File: config.mk
export PLATFORM = sky130hd
export DESIGN_NAME = clipped_rect_fill_and_centered_blit_top
export DESIGN_NICKNAME = d
export VERILOG_FILES = /design/src/crfb_pkg.sv /design/src/crfb_cfg.sv /design/src/crfb_core.sv /design/src/clipped_rect_fill_and_centered_blit_top.sv
export VERILOG_INCLUDE_DIRS = /design/src /design/src/src
export SDC_FILE = /design/constraint.sdc
export NUM_CORES = 1
export LEC_CHECK = 0
export BUFFER_PORTS_ARGS = -buffer_cell sky130_fd_sc_hd__buf_2
export CORE_MARGIN = 1.5
export CORE_UTILIZATION = 65
export CTS_CLUSTER_DIAMETER = 150
export DETAILED_ROUTE_END_ITERATION = 7
export PLACE_DENSITY = 0.95
export SLEW_MARGIN = 20
export SYNTH_ARGS = -nofsm -noshare
export SYNTH_HDL_FRONTEND = slang
export SYNTH_SLANG_ARGS = --single-unit
export TNS_END_PERCENT = 50
File: constraint.sdc
create_clock -name clk_i -period 15.98 [get_ports clk_i]
set_input_delay 0.799 -clock clk_i [delete_from_list [all_inputs] [get_ports clk_i]]
set_output_delay 0.799 -clock clk_i [all_outputs]
set_load 0.05 [all_outputs]
File: src/clipped_rect_fill_and_centered_blit_top_defines.svh
// Assertion macros for the clipped fill and centered copy engine.
// Included by the RTL files that carry concurrent checks; needs clk_i and rst_ni in scope.
`ifndef CLIPPED_RECT_FILL_AND_CENTERED_BLIT_TOP_DEFINES_SVH
`define CLIPPED_RECT_FILL_AND_CENTERED_BLIT_TOP_DEFINES_SVH

`ifndef ASSERT_OFF
// Check that is off while reset is asserted
`define CRFB_ASSERT(lbl, prop, msg) \
  lbl: assert property (@(posedge clk_i) disable iff (!rst_ni) (prop)) else $error(msg);
// Check that also holds during reset
`define CRFB_ASSERT_ALWAYS(lbl, prop, msg) \
  lbl: assert property (@(posedge clk_i) (prop)) else $error(msg);
`else
`define CRFB_ASSERT(lbl, prop, msg)
`define CRFB_ASSERT_ALWAYS(lbl, prop, msg)
`endif

`endif

File: src/crfb_pkg.sv
// Shared types, constants and helpers for the clipped fill and centered copy engine.
// No dependencies; used by crfb_cfg, crfb_core and the top level.
package crfb_pkg;

  // Source frame geometry
  localparam int FRAME_COLS = 640;
  localparam int FRAME_ROWS = 400;
  localparam int SRC_COL_W  = (FRAME_COLS > 1) ? $clog2(FRAME_COLS) : 1;
  localparam int SRC_ROW_W  = (FRAME_ROWS > 1) ? $clog2(FRAME_ROWS) : 1;

  // Field widths
  localparam int OP_W       = 2;
  localparam int POS_W      = 12;
  localparam int DIM_W      = 13;
  localparam int ADDR_W     = 32;
  localparam int PIX_W      = 32;
  localparam int PITCH_W    = 17;
  localparam int CFG_IDX_W  = 3;
  localparam int CFG_DATA_W = 32;
  localparam int PROD_W     = DIM_W + PITCH_W;

  // Stream packing
  localparam int IN_FIELDS_W = 2 * POS_W + 2 * DIM_W + 2 * PIX_W;
  localparam int IN_TDATA_W  = ((IN_FIELDS_W + 7) / 8) * 8;
  localparam int OUT_TDATA_W = ADDR_W + PIX_W;

  localparam logic [DIM_W-1:0] MAX_SCREEN = DIM_W'(4096);

  // Register reset values
  localparam logic [DIM_W-1:0]   RST_SCREEN_W = DIM_W'(640);
  localparam logic [DIM_W-1:0]   RST_SCREEN_H = DIM_W'(400);
  localparam logic [PITCH_W-1:0] RST_PITCH    = PITCH_W'(2560);

  typedef enum logic [OP_W-1:0] {
    OP_SRC_PIXEL  = 2'd0,
    OP_FILL_START = 2'd1,
    OP_FILL_TICK  = 2'd2
  } crfb_op_e;

  typedef enum logic [CFG_IDX_W-1:0] {
    CFG_ENABLE = 3'd0,
    CFG_BASE   = 3'd1,
    CFG_SCR_W  = 3'd2,
    CFG_SCR_H  = 3'd3,
    CFG_PITCH  = 3'd4
  } crfb_cfg_idx_e;

  // Registered configuration plus values derived from it
  typedef struct packed {
    logic               enable;
    logic [ADDR_W-1:0]  base;
    logic [PITCH_W-1:0] pitch;
    logic [DIM_W-1:0]   scr_w;    // clamped to MAX_SCREEN
    logic [DIM_W-1:0]   scr_h;
    logic [DIM_W-1:0]   copy_w;   // min(screen, source)
    logic [DIM_W-1:0]   copy_h;
    logic [DIM_W-1:0]   x_off;    // centering offsets
    logic [DIM_W-1:0]   y_off;
  } crfb_cfg_t;

  typedef struct packed {
    logic [OP_W-1:0]  op;
    logic [POS_W-1:0] rect_x;
    logic [POS_W-1:0] rect_y;
    logic [DIM_W-1:0] rect_width;
    logic [DIM_W-1:0] rect_height;
    logic [PIX_W-1:0] fill_colour;
    logic [PIX_W-1:0] source_pixel;
  } crfb_item_t;

  typedef struct packed {
    logic              valid;
    logic [ADDR_W-1:0] write_address;
    logic [PIX_W-1:0]  write_data;
    logic              last_of_run;
  } crfb_result_t;

  function automatic logic [DIM_W-1:0] eff_dim(input logic [DIM_W-1:0] d);
    eff_dim = (d > MAX_SCREEN) ? MAX_SCREEN : d;
  endfunction

  function automatic logic [DIM_W-1:0] min_dim(input logic [DIM_W-1:0] a,
                                               input logic [DIM_W-1:0] b);
    min_dim = (a < b) ? a : b;
  endfunction

  function automatic logic [DIM_W-1:0] center_off(input logic [DIM_W-1:0] scr,
                                                  input logic [DIM_W-1:0] cpy);
    center_off = (scr > cpy) ? ((scr - cpy) >> 1) : '0;
  endfunction

endpackage

File: src/crfb_cfg.sv
// Configuration register file with registered derived geometry (clamp, copy size, offsets).
// Depends on crfb_pkg.
module crfb_cfg (
  input  logic                            clk_i,
  input  logic                            rst_ni,
  input  logic                            cfg_we_i,
  input  logic [crfb_pkg::CFG_IDX_W-1:0]  cfg_index_i,
  input  logic [crfb_pkg::CFG_DATA_W-1:0] cfg_data_i,
  output crfb_pkg::crfb_cfg_t             cfg_o
);
  import crfb_pkg::*;

  localparam int SrcW = FRAME_COLS;
  localparam int SrcH = FRAME_ROWS;

  logic               enable_q;
  logic [ADDR_W-1:0]  base_q;
  logic [DIM_W-1:0]   scr_w_raw_q, scr_h_raw_q;
  logic [PITCH_W-1:0] pitch_q;

  logic [DIM_W-1:0] scr_w_d, scr_h_d, copy_w_d, copy_h_d, x_off_d, y_off_d;
  logic [DIM_W-1:0] scr_w_q, scr_h_q, copy_w_q, copy_h_q, x_off_q, y_off_q;

  // Register writes
  always_ff @(posedge clk_i or negedge rst_ni) begin
    if (!rst_ni) begin
      enable_q    <= 1'b0;
      base_q      <= '0;
      scr_w_raw_q <= RST_SCREEN_W;
      scr_h_raw_q <= RST_SCREEN_H;
      pitch_q     <= RST_PITCH;
    end else if (cfg_we_i) begin
      case (crfb_cfg_idx_e'(cfg_index_i))
        CFG_ENABLE: enable_q    <= cfg_data_i[0];
        CFG_BASE:   base_q      <= cfg_data_i[ADDR_W-1:0];
        CFG_SCR_W:  scr_w_raw_q <= cfg_data_i[DIM_W-1:0];
        CFG_SCR_H:  scr_h_raw_q <= cfg_data_i[DIM_W-1:0];
        CFG_PITCH:  pitch_q     <= cfg_data_i[PITCH_W-1:0];
        default: ;
      endcase
    end
  end

  // Derived geometry, registered from the raw registers
  always_comb begin
    scr_w_d  = eff_dim(scr_w_raw_q);
    scr_h_d  = eff_dim(scr_h_raw_q);
    copy_w_d = min_dim(scr_w_d, DIM_W'(SrcW));
    copy_h_d = min_dim(scr_h_d, DIM_W'(SrcH));
    x_off_d  = center_off(scr_w_d, copy_w_d);
    y_off_d  = center_off(scr_h_d, copy_h_d);
  end

  always_ff @(posedge clk_i or negedge rst_ni) begin
    if (!rst_ni) begin
      scr_w_q  <= eff_dim(RST_SCREEN_W);
      scr_h_q  <= eff_dim(RST_SCREEN_H);
      copy_w_q <= min_dim(eff_dim(RST_SCREEN_W), DIM_W'(SrcW));
      copy_h_q <= min_dim(eff_dim(RST_SCREEN_H), DIM_W'(SrcH));
      x_off_q  <= center_off(eff_dim(RST_SCREEN_W),
                             min_dim(eff_dim(RST_SCREEN_W), DIM_W'(SrcW)));
      y_off_q  <= center_off(eff_dim(RST_SCREEN_H),
                             min_dim(eff_dim(RST_SCREEN_H), DIM_W'(SrcH)));
    end else begin
      scr_w_q  <= scr_w_d;
      scr_h_q  <= scr_h_d;
      copy_w_q <= copy_w_d;
      copy_h_q <= copy_h_d;
      x_off_q  <= x_off_d;
      y_off_q  <= y_off_d;
    end
  end

  always_comb begin
    cfg_o.enable = enable_q;
    cfg_o.base   = base_q;
    cfg_o.pitch  = pitch_q;
    cfg_o.scr_w  = scr_w_q;
    cfg_o.scr_h  = scr_h_q;
    cfg_o.copy_w = copy_w_q;
    cfg_o.copy_h = copy_h_q;
    cfg_o.x_off  = x_off_q;
    cfg_o.y_off  = y_off_q;
  end

endmodule

File: src/crfb_core.sv
// Per-item datapath: source-frame position, fill walker and pixel address generation.
// Depends on crfb_pkg and the assertion macro header.
`include "clipped_rect_fill_and_centered_blit_top_defines.svh"

module crfb_core (
  input  logic                   clk_i,
  input  logic                   rst_ni,
  input  logic                   step_i,   // item in the input register retires
  input  crfb_pkg::crfb_item_t   item_i,
  input  crfb_pkg::crfb_cfg_t    cfg_i,
  output crfb_pkg::crfb_result_t res_o
);
  import crfb_pkg::*;

  localparam int SrcW = FRAME_COLS;
  localparam int SrcH = FRAME_ROWS;

  // Source frame position
  logic [SRC_COL_W-1:0] src_col_q, src_col_d;
  logic [SRC_ROW_W-1:0] src_row_q, src_row_d;

  // Fill walker
  logic             fill_busy_q, fill_busy_d;
  logic [POS_W-1:0] fill_left_q, fill_left_d;
  logic [POS_W-1:0] fill_col_q, fill_col_d;
  logic [POS_W-1:0] fill_row_q, fill_row_d;
  logic [DIM_W-1:0] fill_rend_q, fill_rend_d;
  logic [DIM_W-1:0] fill_bend_q, fill_bend_d;
  logic [PIX_W-1:0] fill_val_q, fill_val_d;

  crfb_op_e         op;
  logic             src_on, src_last;
  logic [DIM_W-1:0] src_c, src_r;
  logic             start_ok;
  logic [DIM_W-1:0] room_w, room_h, clip_w, clip_h;
  logic             tick_ok, col_end, fill_last;
  logic [DIM_W-1:0] col_p1, row_p1;
  logic [DIM_W-1:0] sel_col, sel_row;
  logic [PROD_W-1:0] row_off;

  assign op = crfb_op_e'(item_i.op);

  // Source pixel placement
  always_comb begin
    src_c    = DIM_W'(src_col_q);
    src_r    = DIM_W'(src_row_q);
    src_on   = cfg_i.enable && (src_c < cfg_i.scr_w) && (src_r < cfg_i.scr_h);
    src_last = ((src_c + 1'b1) == cfg_i.copy_w) && ((src_r + 1'b1) == cfg_i.copy_h);
  end

  // Fill start clipping
  always_comb begin
    start_ok = cfg_i.enable && (DIM_W'(item_i.rect_x) < cfg_i.scr_w)
               && (DIM_W'(item_i.rect_y) < cfg_i.scr_h);
    room_w   = cfg_i.scr_w - DIM_W'(item_i.rect_x);
    room_h   = cfg_i.scr_h - DIM_W'(item_i.rect_y);
    clip_w   = (item_i.rect_width > room_w) ? room_w : item_i.rect_width;
    clip_h   = (item_i.rect_height > room_h) ? room_h : item_i.rect_height;
  end

  // Fill tick position
  always_comb begin
    tick_ok   = fill_busy_q && cfg_i.enable;
    col_p1    = DIM_W'(fill_col_q) + 1'b1;
    row_p1    = DIM_W'(fill_row_q) + 1'b1;
    col_end   = col_p1 >= fill_rend_q;
    fill_last = col_end && (row_p1 >= fill_bend_q);
  end

  // Pixel address: base + row * pitch + col * 4, modulo 2^32
  always_comb begin
    if (op == OP_SRC_PIXEL) begin
      sel_col = src_c + cfg_i.x_off;
      sel_row = src_r + cfg_i.y_off;
    end else begin
      sel_col = DIM_W'(fill_col_q);
      sel_row = DIM_W'(fill_row_q);
    end
    row_off = sel_row * cfg_i.pitch;
  end

  always_comb begin
    res_o.write_address = cfg_i.base + ADDR_W'(row_off) + ADDR_W'({sel_col, 2'b00});
    res_o.valid         = 1'b0;
    res_o.write_data    = fill_val_q;
    res_o.last_of_run   = fill_last;
    case (op)
      OP_SRC_PIXEL: begin
        res_o.valid       = src_on;
        res_o.write_data  = item_i.source_pixel;
        res_o.last_of_run = src_last;
      end
      OP_FILL_TICK: res_o.valid = tick_ok;
      default: ;
    endcase
  end

  // Next state
  always_comb begin
    src_col_d   = src_col_q;
    src_row_d   = src_row_q;
    fill_busy_d = fill_busy_q;
    fill_left_d = fill_left_q;
    fill_col_d  = fill_col_q;
    fill_row_d  = fill_row_q;
    fill_rend_d = fill_rend_q;
    fill_bend_d = fill_bend_q;
    fill_val_d  = fill_val_q;
    case (op)
      OP_SRC_PIXEL: begin
        if (src_col_q == SRC_COL_W'(SrcW - 1)) begin
          src_col_d = '0;
          src_row_d = (src_row_q == SRC_ROW_W'(SrcH - 1)) ? '0 : src_row_q + 1'b1;
        end else begin
          src_col_d = src_col_q + 1'b1;
        end
      end
      OP_FILL_START: begin
        if (start_ok && (clip_w != '0) && (clip_h != '0)) begin
          fill_busy_d = 1'b1;
          fill_left_d = item_i.rect_x;
          fill_col_d  = item_i.rect_x;
          fill_row_d  = item_i.rect_y;
          fill_rend_d = DIM_W'(item_i.rect_x) + clip_w;
          fill_bend_d = DIM_W'(item_i.rect_y) + clip_h;
          fill_val_d  = item_i.fill_colour;
        end
      end
      OP_FILL_TICK: begin
        if (tick_ok) begin
          if (fill_last) begin
            fill_busy_d = 1'b0;
          end else if (col_end) begin
            fill_col_d = fill_left_q;
            fill_row_d = fill_row_q + 1'b1;
          end else begin
            fill_col_d = fill_col_q + 1'b1;
          end
        end
      end
      default: ;
    endcase
  end

  // Control state
  always_ff @(posedge clk_i or negedge rst_ni) begin
    if (!rst_ni) begin
      src_col_q   <= '0;
      src_row_q   <= '0;
      fill_busy_q <= 1'b0;
    end else if (step_i) begin
      src_col_q   <= src_col_d;
      src_row_q   <= src_row_d;
      fill_busy_q <= fill_busy_d;
    end
  end

  // Fill geometry and value, only read while a fill is armed
  always_ff @(posedge clk_i) begin
    if (step_i) begin
      fill_left_q <= fill_left_d;
      fill_col_q  <= fill_col_d;
      fill_row_q  <= fill_row_d;
      fill_rend_q <= fill_rend_d;
      fill_bend_q <= fill_bend_d;
      fill_val_q  <= fill_val_d;
    end
  end

  `CRFB_ASSERT(a_src_pos_range,
    (src_col_q <= SRC_COL_W'(SrcW - 1)) && (src_row_q <= SRC_ROW_W'(SrcH - 1)),
    "source position outside the frame")
  `CRFB_ASSERT(a_fill_inside,
    fill_busy_q |-> ((DIM_W'(fill_col_q) < fill_rend_q) && (DIM_W'(fill_row_q) < fill_bend_q)),
    "armed fill position outside its rectangle")
  `CRFB_ASSERT(a_fill_done,
    (step_i && (op == OP_FILL_TICK) && res_o.valid && res_o.last_of_run) |=> !fill_busy_q,
    "fill still armed after its last pixel")

endmodule

File: src/clipped_rect_fill_and_centered_blit_top.sv
// Top level of the clipped fill and centered copy engine: input register, output register.
// Depends on crfb_pkg, crfb_cfg, crfb_core and the assertion macro header.
`include "clipped_rect_fill_and_centered_blit_top_defines.svh"

// Framebuffer write engine for 32-bit pixels. Every input beat (source pixel, fill start or
// fill tick) is registered, processed in the next cycle and, when it makes a pixel write,
// lands in the output register; one beat per clock is sustained in both directions while
// the output does not stall. Only back-pressure on the output side slows the block: the
// input register drains as long as the output register is free or being emptied. Beats
// that make no write never wait on the output. Configuration writes take effect for beats
// accepted from the cycle after the write on.
module clipped_rect_fill_and_centered_blit_top (
  input  logic                             clk_i,
  input  logic                             rst_ni,
  // Configuration
  input  logic                             cfg_we_i,
  input  logic [crfb_pkg::CFG_IDX_W-1:0]   cfg_index_i,
  input  logic [crfb_pkg::CFG_DATA_W-1:0]  cfg_data_i,
  // Command stream
  input  logic                             s_axis_tvalid,
  output logic                             s_axis_tready,
  // rect_x, rect_y, rect_width, rect_height, fill_colour, source_pixel, zero pad
  input  logic [crfb_pkg::IN_TDATA_W-1:0]  s_axis_tdata,
  // operation
  input  logic [crfb_pkg::OP_W-1:0]        s_axis_tuser,
  // Pixel write stream
  output logic                             m_axis_tvalid,
  input  logic                             m_axis_tready,
  // write_address, write_data
  output logic [crfb_pkg::OUT_TDATA_W-1:0] m_axis_tdata,
  output logic                             m_axis_tlast
);
  import crfb_pkg::*;

  crfb_cfg_t    cfg;
  crfb_item_t   in_item_q;
  crfb_result_t res;
  logic         in_valid_q, in_valid_d;
  logic         out_valid_q, out_valid_d;
  logic         out_free, retire, load_out;
  logic [ADDR_W-1:0] out_addr_q;
  logic [PIX_W-1:0]  out_data_q;
  logic              out_last_q;

  crfb_cfg u_cfg (
    .clk_i       (clk_i),
    .rst_ni      (rst_ni),
    .cfg_we_i    (cfg_we_i),
    .cfg_index_i (cfg_index_i),
    .cfg_data_i  (cfg_data_i),
    .cfg_o       (cfg)
  );

  crfb_core u_core (
    .clk_i  (clk_i),
    .rst_ni (rst_ni),
    .step_i (retire),
    .item_i (in_item_q),
    .cfg_i  (cfg),
    .res_o  (res)
  );

  // Handshake: the registered beat retires unless its result has nowhere to go
  always_comb begin
    out_free      = !out_valid_q || m_axis_tready;
    retire        = in_valid_q && (!res.valid || out_free);
    load_out      = retire && res.valid;
    s_axis_tready = !in_valid_q || retire;
    in_valid_d    = (s_axis_tvalid && s_axis_tready) || (in_valid_q && !retire);
    out_valid_d   = load_out || (out_valid_q && !m_axis_tready);
  end

  always_ff @(posedge clk_i or negedge rst_ni) begin
    if (!rst_ni) begin
      in_valid_q  <= 1'b0;
      out_valid_q <= 1'b0;
    end else begin
      in_valid_q  <= in_valid_d;
      out_valid_q <= out_valid_d;
    end
  end

  // Input register: unpack the beat
  always_ff @(posedge clk_i) begin
    if (s_axis_tvalid && s_axis_tready) begin
      in_item_q.op           <= s_axis_tuser;
      in_item_q.rect_x       <= s_axis_tdata[POS_W-1:0];
      in_item_q.rect_y       <= s_axis_tdata[2*POS_W-1:POS_W];
      in_item_q.rect_width   <= s_axis_tdata[2*POS_W+DIM_W-1:2*POS_W];
      in_item_q.rect_height  <= s_axis_tdata[2*POS_W+2*DIM_W-1:2*POS_W+DIM_W];
      in_item_q.fill_colour  <= s_axis_tdata[2*POS_W+2*DIM_W+PIX_W-1:2*POS_W+2*DIM_W];
      in_item_q.source_pixel <= s_axis_tdata[IN_FIELDS_W-1:2*POS_W+2*DIM_W+PIX_W];
    end
  end

  // Output register
  always_ff @(posedge clk_i) begin
    if (load_out) begin
      out_addr_q <= res.write_address;
      out_data_q <= res.write_data;
      out_last_q <= res.last_of_run;
    end
  end

  assign m_axis_tvalid = out_valid_q;
  assign m_axis_tdata  = {out_data_q, out_addr_q};
  assign m_axis_tlast  = out_last_q;

  `CRFB_ASSERT(a_result_lands,
    load_out |=> m_axis_tvalid,
    "retired write missing from the output register")
  `CRFB_ASSERT(a_stall_blocks_input,
    (in_valid_q && res.valid && out_valid_q && !m_axis_tready) |-> !s_axis_tready,
    "input taken while its result is blocked")
  `CRFB_ASSERT(a_no_overwrite,
    (out_valid_q && !m_axis_tready) |-> !load_out,
    "output register overwritten while stalled")

endmodule

==> impl_results.md, run 1 <==
* Post CTS Setup Buffer Count at 0
* Row cnt at 79
* Synth top area share at 26.9%
* Die Wd at between 200 and 250 um
* Asr flop ratio synth at between 30% and 40%
* CP dominant cell by count: fa_1
* Die H at ~220 um
* Multiplexer area fraction after synthesis at 5.16%
* Wire per inst at between 20 and 25 um
* Arrival @ worst endpoint at around 10 ns
* R2r setup slk at ~6.0 ns
* Hold_buf cts at 0
* Layout area overhead at 10.8%
* RSZ-0062 raised after global routing: no
* Gr usage total at approximately a third
* R2r startpoint: u_core.src_row_q[0]$_DFFE_PN0P_
* Worst skew pair latency at around 0.62 ns
* Compound-Gate Fraction of Synth Area at under 10%
* Synth warn at 0
* Worst Tran Pin Value at roughly 1.1 ns
* H-tree levels at 2
* Post-DP HPWL at about 57 mm
* Synth Area in Simple Gates at between 10% and 20%
* Final setup viols at 0
* Critical Path Start Type: flip-flop
* Root buf cell: clkbuf_16
* Adder-cell area share of the yosys netlist at around a quarter
* DR iter-0 viols at 2416
* Aggregate global routing overflow at 0
* Clk slew on worst S/H paths at approximately 0.060 ns
* Worst EP required at roughly 16 ns
* Sequential fraction of the synthesis area at between 40% and 50%
* Fin crit share at ~63%
* Min Tclk post-route at 10.01 ns
* Slowest cell on the critical path: a31oi_2
* Crit. End Element: flip-flop
* Setup tns final at 0 ns
* Relative slew slack at between 20 and 30%
* Skew final at approximately 0.025 ns
* Final RePlAce weighted congestion at between 0.9 and 1
* DRT antenna net count at 0
* Top post-synthesis cells by count: inv_1, edfxtp_1, nand2_1, ha_1, fa_1
* Largest family of logic cells by synthesized area: adder cells
* DP Area at 0.0324 mm2
* DRC violations left at 9
* Drt first pass iters at 8
* Largest net degree at the start of global routing at between 80 and 90
* Port bufs at 222
* Reg2Reg Capture Point: out_addr_q[31]$_DFFE_PP_
* Xor/xnor share of the synthesized area at 3.90%
* Outcome: finished, violations left
* Vias in the first global route at between 20000 and 25000
* NumNets Final at roughly 3600
* Sinks on Clock Net at 449
* Register bit total from synthesis at approximately 450
* Area leader, netlist: edfxtp_1
* Worst-case clock buffer depth at 3
* Yosys cell types at 89
* Tightest Hold Check Type: primary input to asynchronous set/reset pin
* Via count at roughly 22000
* Worst stage delay on the critical path at 0.84 ns
* Mapped Cells at 2781
* Fin util at roughly 73%
* Kind of critical path: flip-flop to flip-flop
* Post-cts sizing count at 0
* Crit path max fanout at 17
* Violated checks: design-rule violations
* CTS tree: yes
* Maximum clock rate at roughly 100 MHz
* Final hold viol count at 0
* Initial antenna violation count at 5
* Slew Viols, Final at 0
* Share of cells above drive strength 1 at between 10% and 20%
* Vias per cell at 6.17
* Die ar. at ~0.049 mm2
* Number of max-cap violations at 0
* First-pass GRT wire length at between 100 and 150 mm
* Number of CTS-inserted buffers at 47
* R2R cell count at 29
* Synthesized area at roughly 0.031 mm2
* Post-synth top flop: edfxtp_1
* Syn Area/Cell at about 11 um2
* Initial Util at between 60% and 70%
* Most frequent cell after synthesis: inv_1
* Ports at 229
* Post-synth EDFFs at 275
* Dominant cells by area after synthesis: edfxtp_1, fa_1, dfrtp_1, ha_1, inv_1
* Total Wirelength at roughly 77 mm
* Finished Cell Area at approximately 0.034 mm2
* CORE AREA at between 0.04 and 0.05 mm2
-- logic make-up (layout without fill, tap and decap cells) --
| logic type | count (synthesis) | after routing |
|---|---|---|
| compound gates | 412 | 412 |
| xor+xnor | 136 | 136 |
| fa+ha+maj | 450 | 450 |
| buf+inv | 461 | 699 |
| flops | 449 | 449 |
| mux | 145 | 145 |
| other cells | 2 | 17 |
| simple gates | 726 | 726 |
-- per-layer routing --
layer  GRT usage (%)  vias to the layer above  wire [um]
met5           0.404                        -          0
met4            17.6                        0       4240
met3            5.88                      313       6440
met2            54.4                     1239      37700
met1            40.7                    11000      28600
li1                -                     9904          -
-- through the flow --
stage | setup WS, ns | std cells | hold WS (ns)
2_1_floorplan | 7.99 | 2789 | 0.400
3_5_place_dp | 6.41 | 3547 | 0.405
4_1_cts | 6.30 | 3634 | 0.272
3_3_place_gp | 6.52 | 3547 | 0.401
6_report | 5.97 | 3641 | 0.218
5_1_grt | 5.61 | 3641 | 0.295
-- layout by cell type (no fill, tap or decap), types with 32 or more instances in the layout --
master     instances
inv_1            376
edfxtp_1         275
nand2_1          257
ha_1             238
buf_2            221
fa_1             211
dfrtp_1          157
nor2_1           129
mux2_2           103
xnor2_1          102
a21oi_1           99
o21ai_0           83
and2_1            77
nand3_1           51
clkbuf_16         48
a21o_1            45
mux2i_1           41
and3_1            34
xor2_1            33
nor2b_1           32
-- worst max-delay path, delay by kind of cell (launching register included) --
kind	cells	cell delay, ns
buffers and inverters	3	0.18
adder cells (fa/ha/maj)	9	4.23
AND/OR/NAND/NOR	5	1.04
flip-flops	1	0.55
XOR/XNOR	1	0.08
AO/OA/AOI/OAI	11	3.69
-- flip-flops by register name, indices dropped and copies added (netlist names), 17 cells and up --
name	count
u_cfg.pitch_q	17
out_data_q	32
u_cfg.base_q	32
u_core.fill_val_q	32
in_item_q	116
out_addr_q	32
-- how the worst max path moves through the flow --
stage                                     endpoint                             from
after floorplan           out_addr_q[31]$_DFFE_PP_  u_core.src_row_q[0]$_DFFE_PN0P_
after global placement    out_addr_q[31]$_DFFE_PP_  u_core.src_col_q[0]$_DFFE_PN0P_
after detailed placement  out_addr_q[31]$_DFFE_PP_  u_core.src_col_q[0]$_DFFE_PN0P_
after CTS                 out_addr_q[31]$_DFFE_PP_  u_core.src_row_q[0]$_DFFE_PN0P_
after global routing      out_addr_q[31]$_DFFE_PP_  u_core.src_row_q[0]$_DFFE_PN0P_
final                     out_addr_q[31]$_DFFE_PP_  u_core.src_row_q[0]$_DFFE_PN0P_
-- final cells by class --
class / instances / area, um2
antenna: 7 / 17.5
clock buffer: 55 / 1270
clock inverter: 32 / 333
fill: 2845 / 12600
inverter: 377 / 1420
multi-input combinational: 1879 / 16400
sequential: 449 / 12600
tap: 607 / 759
timing repair buffer: 235 / 1220
Power of run 1 is left out: the tool's default activity adds up to more than one toggle a clock period on the data nets, which glitch-free logic cannot reach.
==> run 2: changes to the inputs <==
Settings changed: ABC_AREA from default to 1, CORE_UTILIZATION 65 to 56, PLACE_DENSITY 0.95 to 0.89.
Clock period 15.98 ns to 8.85 ns, I/O delays scaled along.
==> impl_results.md, run 2 <==
* Vias per cell at 5.50 (-11%)
* CORE AREA at 0.0539 mm2 (+16%)
* Syn Area/Cell at 9.28 um2 (-16%)
* Worst skew pair latency at 0.62 ns (about the same)
* Initial Util at 56.8% (-9.1 points)
* Most common cell after layout, fill and taps aside: nand2_1
* Arrival @ worst endpoint at 8.62 ns (-1.75 ns)
* Synth warn at 0 (unchanged)
* Fin crit share at 93.4% (+31 points)
* Root buf cell: clkbuf_16
* Initial antenna violation count at 1 (-4)
* Layout area overhead at 14.3%
* Row cnt at 85 (+7.6%)
* Most frequent cells in the layout: nand2_1, inv_1, edfxtp_1, nor2_1, ha_1
* Largest register FFs at 116 (unchanged)
* Critical Path Start Type: flip-flop
* Post CTS Setup Buffer Count at 0 (unchanged)
* Post-DP HPWL at 58.0 mm (+1.7%)
* Yosys cell types at 59 (-34%)
* Drt first pass iters at 6 (-2)
* Worst Tran Pin Value at 1.05 ns (-0.0533 ns)
* Outcome: finished clean
* R2r setup slk at 0.58 ns (-5.38 ns)
* Ports at 229 (unchanged)
* Largest net degree at the start of global routing at 68 (-24%)
* Min Tclk post-route at 8.27 ns (-1.75 ns)
* Crit. End Element: flip-flop
* Top post-synthesis cells by count: nand2_1, inv_1, edfxtp_1, nor2_1, ha_1
* H-tree levels at 2 (unchanged)
* Slowest cell on the critical path: fa_1
* Die H at 237 um (+7.4%)
* Setup tns final at 0 ns (unchanged)
* Post-synth EDFFs at 275 (unchanged)
* Die ar. at 0.0561 mm2 (+15%)
* Maximum clock rate at 121 MHz (+21%)
* Die Wd at 237 um (+7.4%)
* Final hold viol count at 0 (unchanged)
* Worst-case clock buffer depth at 3 (unchanged)
* DR iter-0 viols at 2123 (-12%)
* Skew final at 0.0245 ns (-0.00000350 ns)
* DRC violations left at 0 (-9)
* RSZ-0062 raised after global routing: no
* Gr usage total at 28.7% (-3.9 points)
* Post-synth top flop: edfxtp_1
* Total Wirelength at 79.2 mm (+2.9%)
* Area leader, netlist: edfxtp_1
* DRT antenna net count at 0 (unchanged)
* Tightest Hold Check Type: primary input to flip-flop
* Relative slew slack at 29.5% (+3.6 points)
* Dominant cells by area after synthesis: edfxtp_1, fa_1, dfrtp_1, ha_1, nand2_1
* Final setup viols at 0 (unchanged)
* CTS tree: yes
* Worst stage delay on the critical path at 0.58 ns (-0.26 ns)
* Port bufs at 222 (unchanged)
* Top reg by flops: in_item_q
* Kind of critical path: flip-flop to flip-flop
* Share of cells above drive strength 1 at 11.3% (-4.4 points)
* NumNets Final at 4220 (+17%)
* Final hold slack at 0.0192 ns (-0.199 ns)
* Sequential fraction of the synthesis area at 41.3% (+0.16 points)
* Most frequent cell after synthesis: nand2_1
* Mapped Cells at 3299 (+19%)
* Aggregate global routing overflow at 0 (unchanged)
* Clk slew on worst S/H paths at 0.06 ns (about the same)
* Vias in the first global route at 24300 (+4.1%)
* Via count at 23900 (+6.5%)
* Wire per inst at 18.2 um (-14%)
* First-pass GRT wire length at 126 mm (+3.5%)
* Crit path max fanout at 8 (-9)
* Synth top area share at 27.0% (+0.11 points)
* Register bit total from synthesis at 449 (unchanged)
* Worst EP required at 9.21 ns (-7.12 ns)
* Number of max-cap violations at 0 (unchanged)
* Sinks on Clock Net at 449 (unchanged)
* Slew Viols, Final at 0 (unchanged)
* Synthesized area at 0.0306 mm2 (-0.39%)
* CP dominant cell by count: nand2_1
* Number of CTS-inserted buffers at 48 (+2.1%)
* Asr flop ratio synth at 38.8% (unchanged)
* Final RePlAce weighted congestion at 0.968 (+2.3%)
==> run 2: changes by cell type after synthesis, moves of 58 or more <==
cell,previous run,this run
xnor2_1,102,31
nor2_1,129,245
inv_1,376,602
and2_1,78,2
mux2_2,103,10
o21ai_0,83,158
nand2_1,257,766
nand3_1,51,109
==> run 2: cell families (layout without fill, tap and decap cells) <==
logic type / Yosys count / after routing / synth area share (%)
AND/OR/NAND/NOR: 1241 / 1241 / 16.8
XOR/XNOR: 105 / 105 / 3.00
flip-flops: 449 / 449 / 41.3
adder cells (fa/ha/maj): 450 / 450 / 23.6
other: 2 / 12 / 0.0245
buffers and inverters: 679 / 1019 / 8.45
multiplexers: 12 / 12 / 0.433
AO/OA/AOI/OAI: 361 / 361 / 6.46
==> run 2: per-stage QoR <==
step / setup slack (ns) / instance area (um2) / cells / util, %
CTS: 0.566 / 35000 / 4343 / 64.9
detailed placement: 0.587 / 32500 / 4171 / 60.2
global placement: 0.752 / 32500 / 4170 / 60.2
floorplan: 1.62 / 30700 / 3307 / -
finish: 0.585 / 35000 / 4345 / 64.9
global route: 0.0387 / 35000 / 4343 / 64.9
==> run 2: worst paths after layout <==
kind | startpoint | endpoint | depth (start not counted)
max | u_core.src_row_q[0]$_DFFE_PN0P_ | out_addr_q[31]$_DFFE_PP_ | 35
min reg2reg | in_item_q[59]$_DFFE_PP_ | u_core.fill_val_q[27]$_DFFE_PP_ | 0
max reg2reg | u_core.src_row_q[0]$_DFFE_PN0P_ | out_addr_q[31]$_DFFE_PP_ | 35
max in group asynchronous | rst_ni | u_cfg.scr_h_q[6]$_DFF_PN0_ | 4
min | s_axis_tdata[76] | in_item_q[58]$_DFFE_PP_ | 1
min in group asynchronous | rst_ni | u_cfg.base_q[17]$_DFFE_PN0P_ | 2
==> run 2: final cells by class <==
class / instances / area (um2)
multi-input cells: 2179 / 15500
fillers: 3899 / 18900
well taps: 696 / 871
diodes: 2 / 5.00
repair buffers: 320 / 2070
inverters: 610 / 2290
flip-flops and latches: 449 / 12600
clock inverters: 24 / 284
clock buffers: 65 / 1410
==> run 2: critical path, delay by kind of cell, from the launching register on <==
family,cells,cell delay [ns]
adder cells (fa/ha/maj),9,4.20
AND/OR/NAND/NOR,11,1.24
flip-flops,1,0.52
buffers and inverters,8,0.66
XOR/XNOR,1,0.10
AO/OA/AOI/OAI,6,1.30
==> run 2: routing by layer <==
metal | up-vias | share of wire (%) | track usage [%]
met2 | 1176 | 48 | 48.5
met5 | - | 0.016 | 0
met4 | 2 | 4.4 | 12.8
met3 | 207 | 9.3 | 6.09
met1 | 11400 | 38 | 35.6
li1 | 11100 | - | -
==> run 2: what timing repair did <==
item | CTS | global route
setup endpoints to repair | 0 | 3
gates resized for setup | 0 | 2
endpoints found under the hold margin | 137 | 0
hold buffers | 83 | 0
Power of run 2 is left out for the same reason.
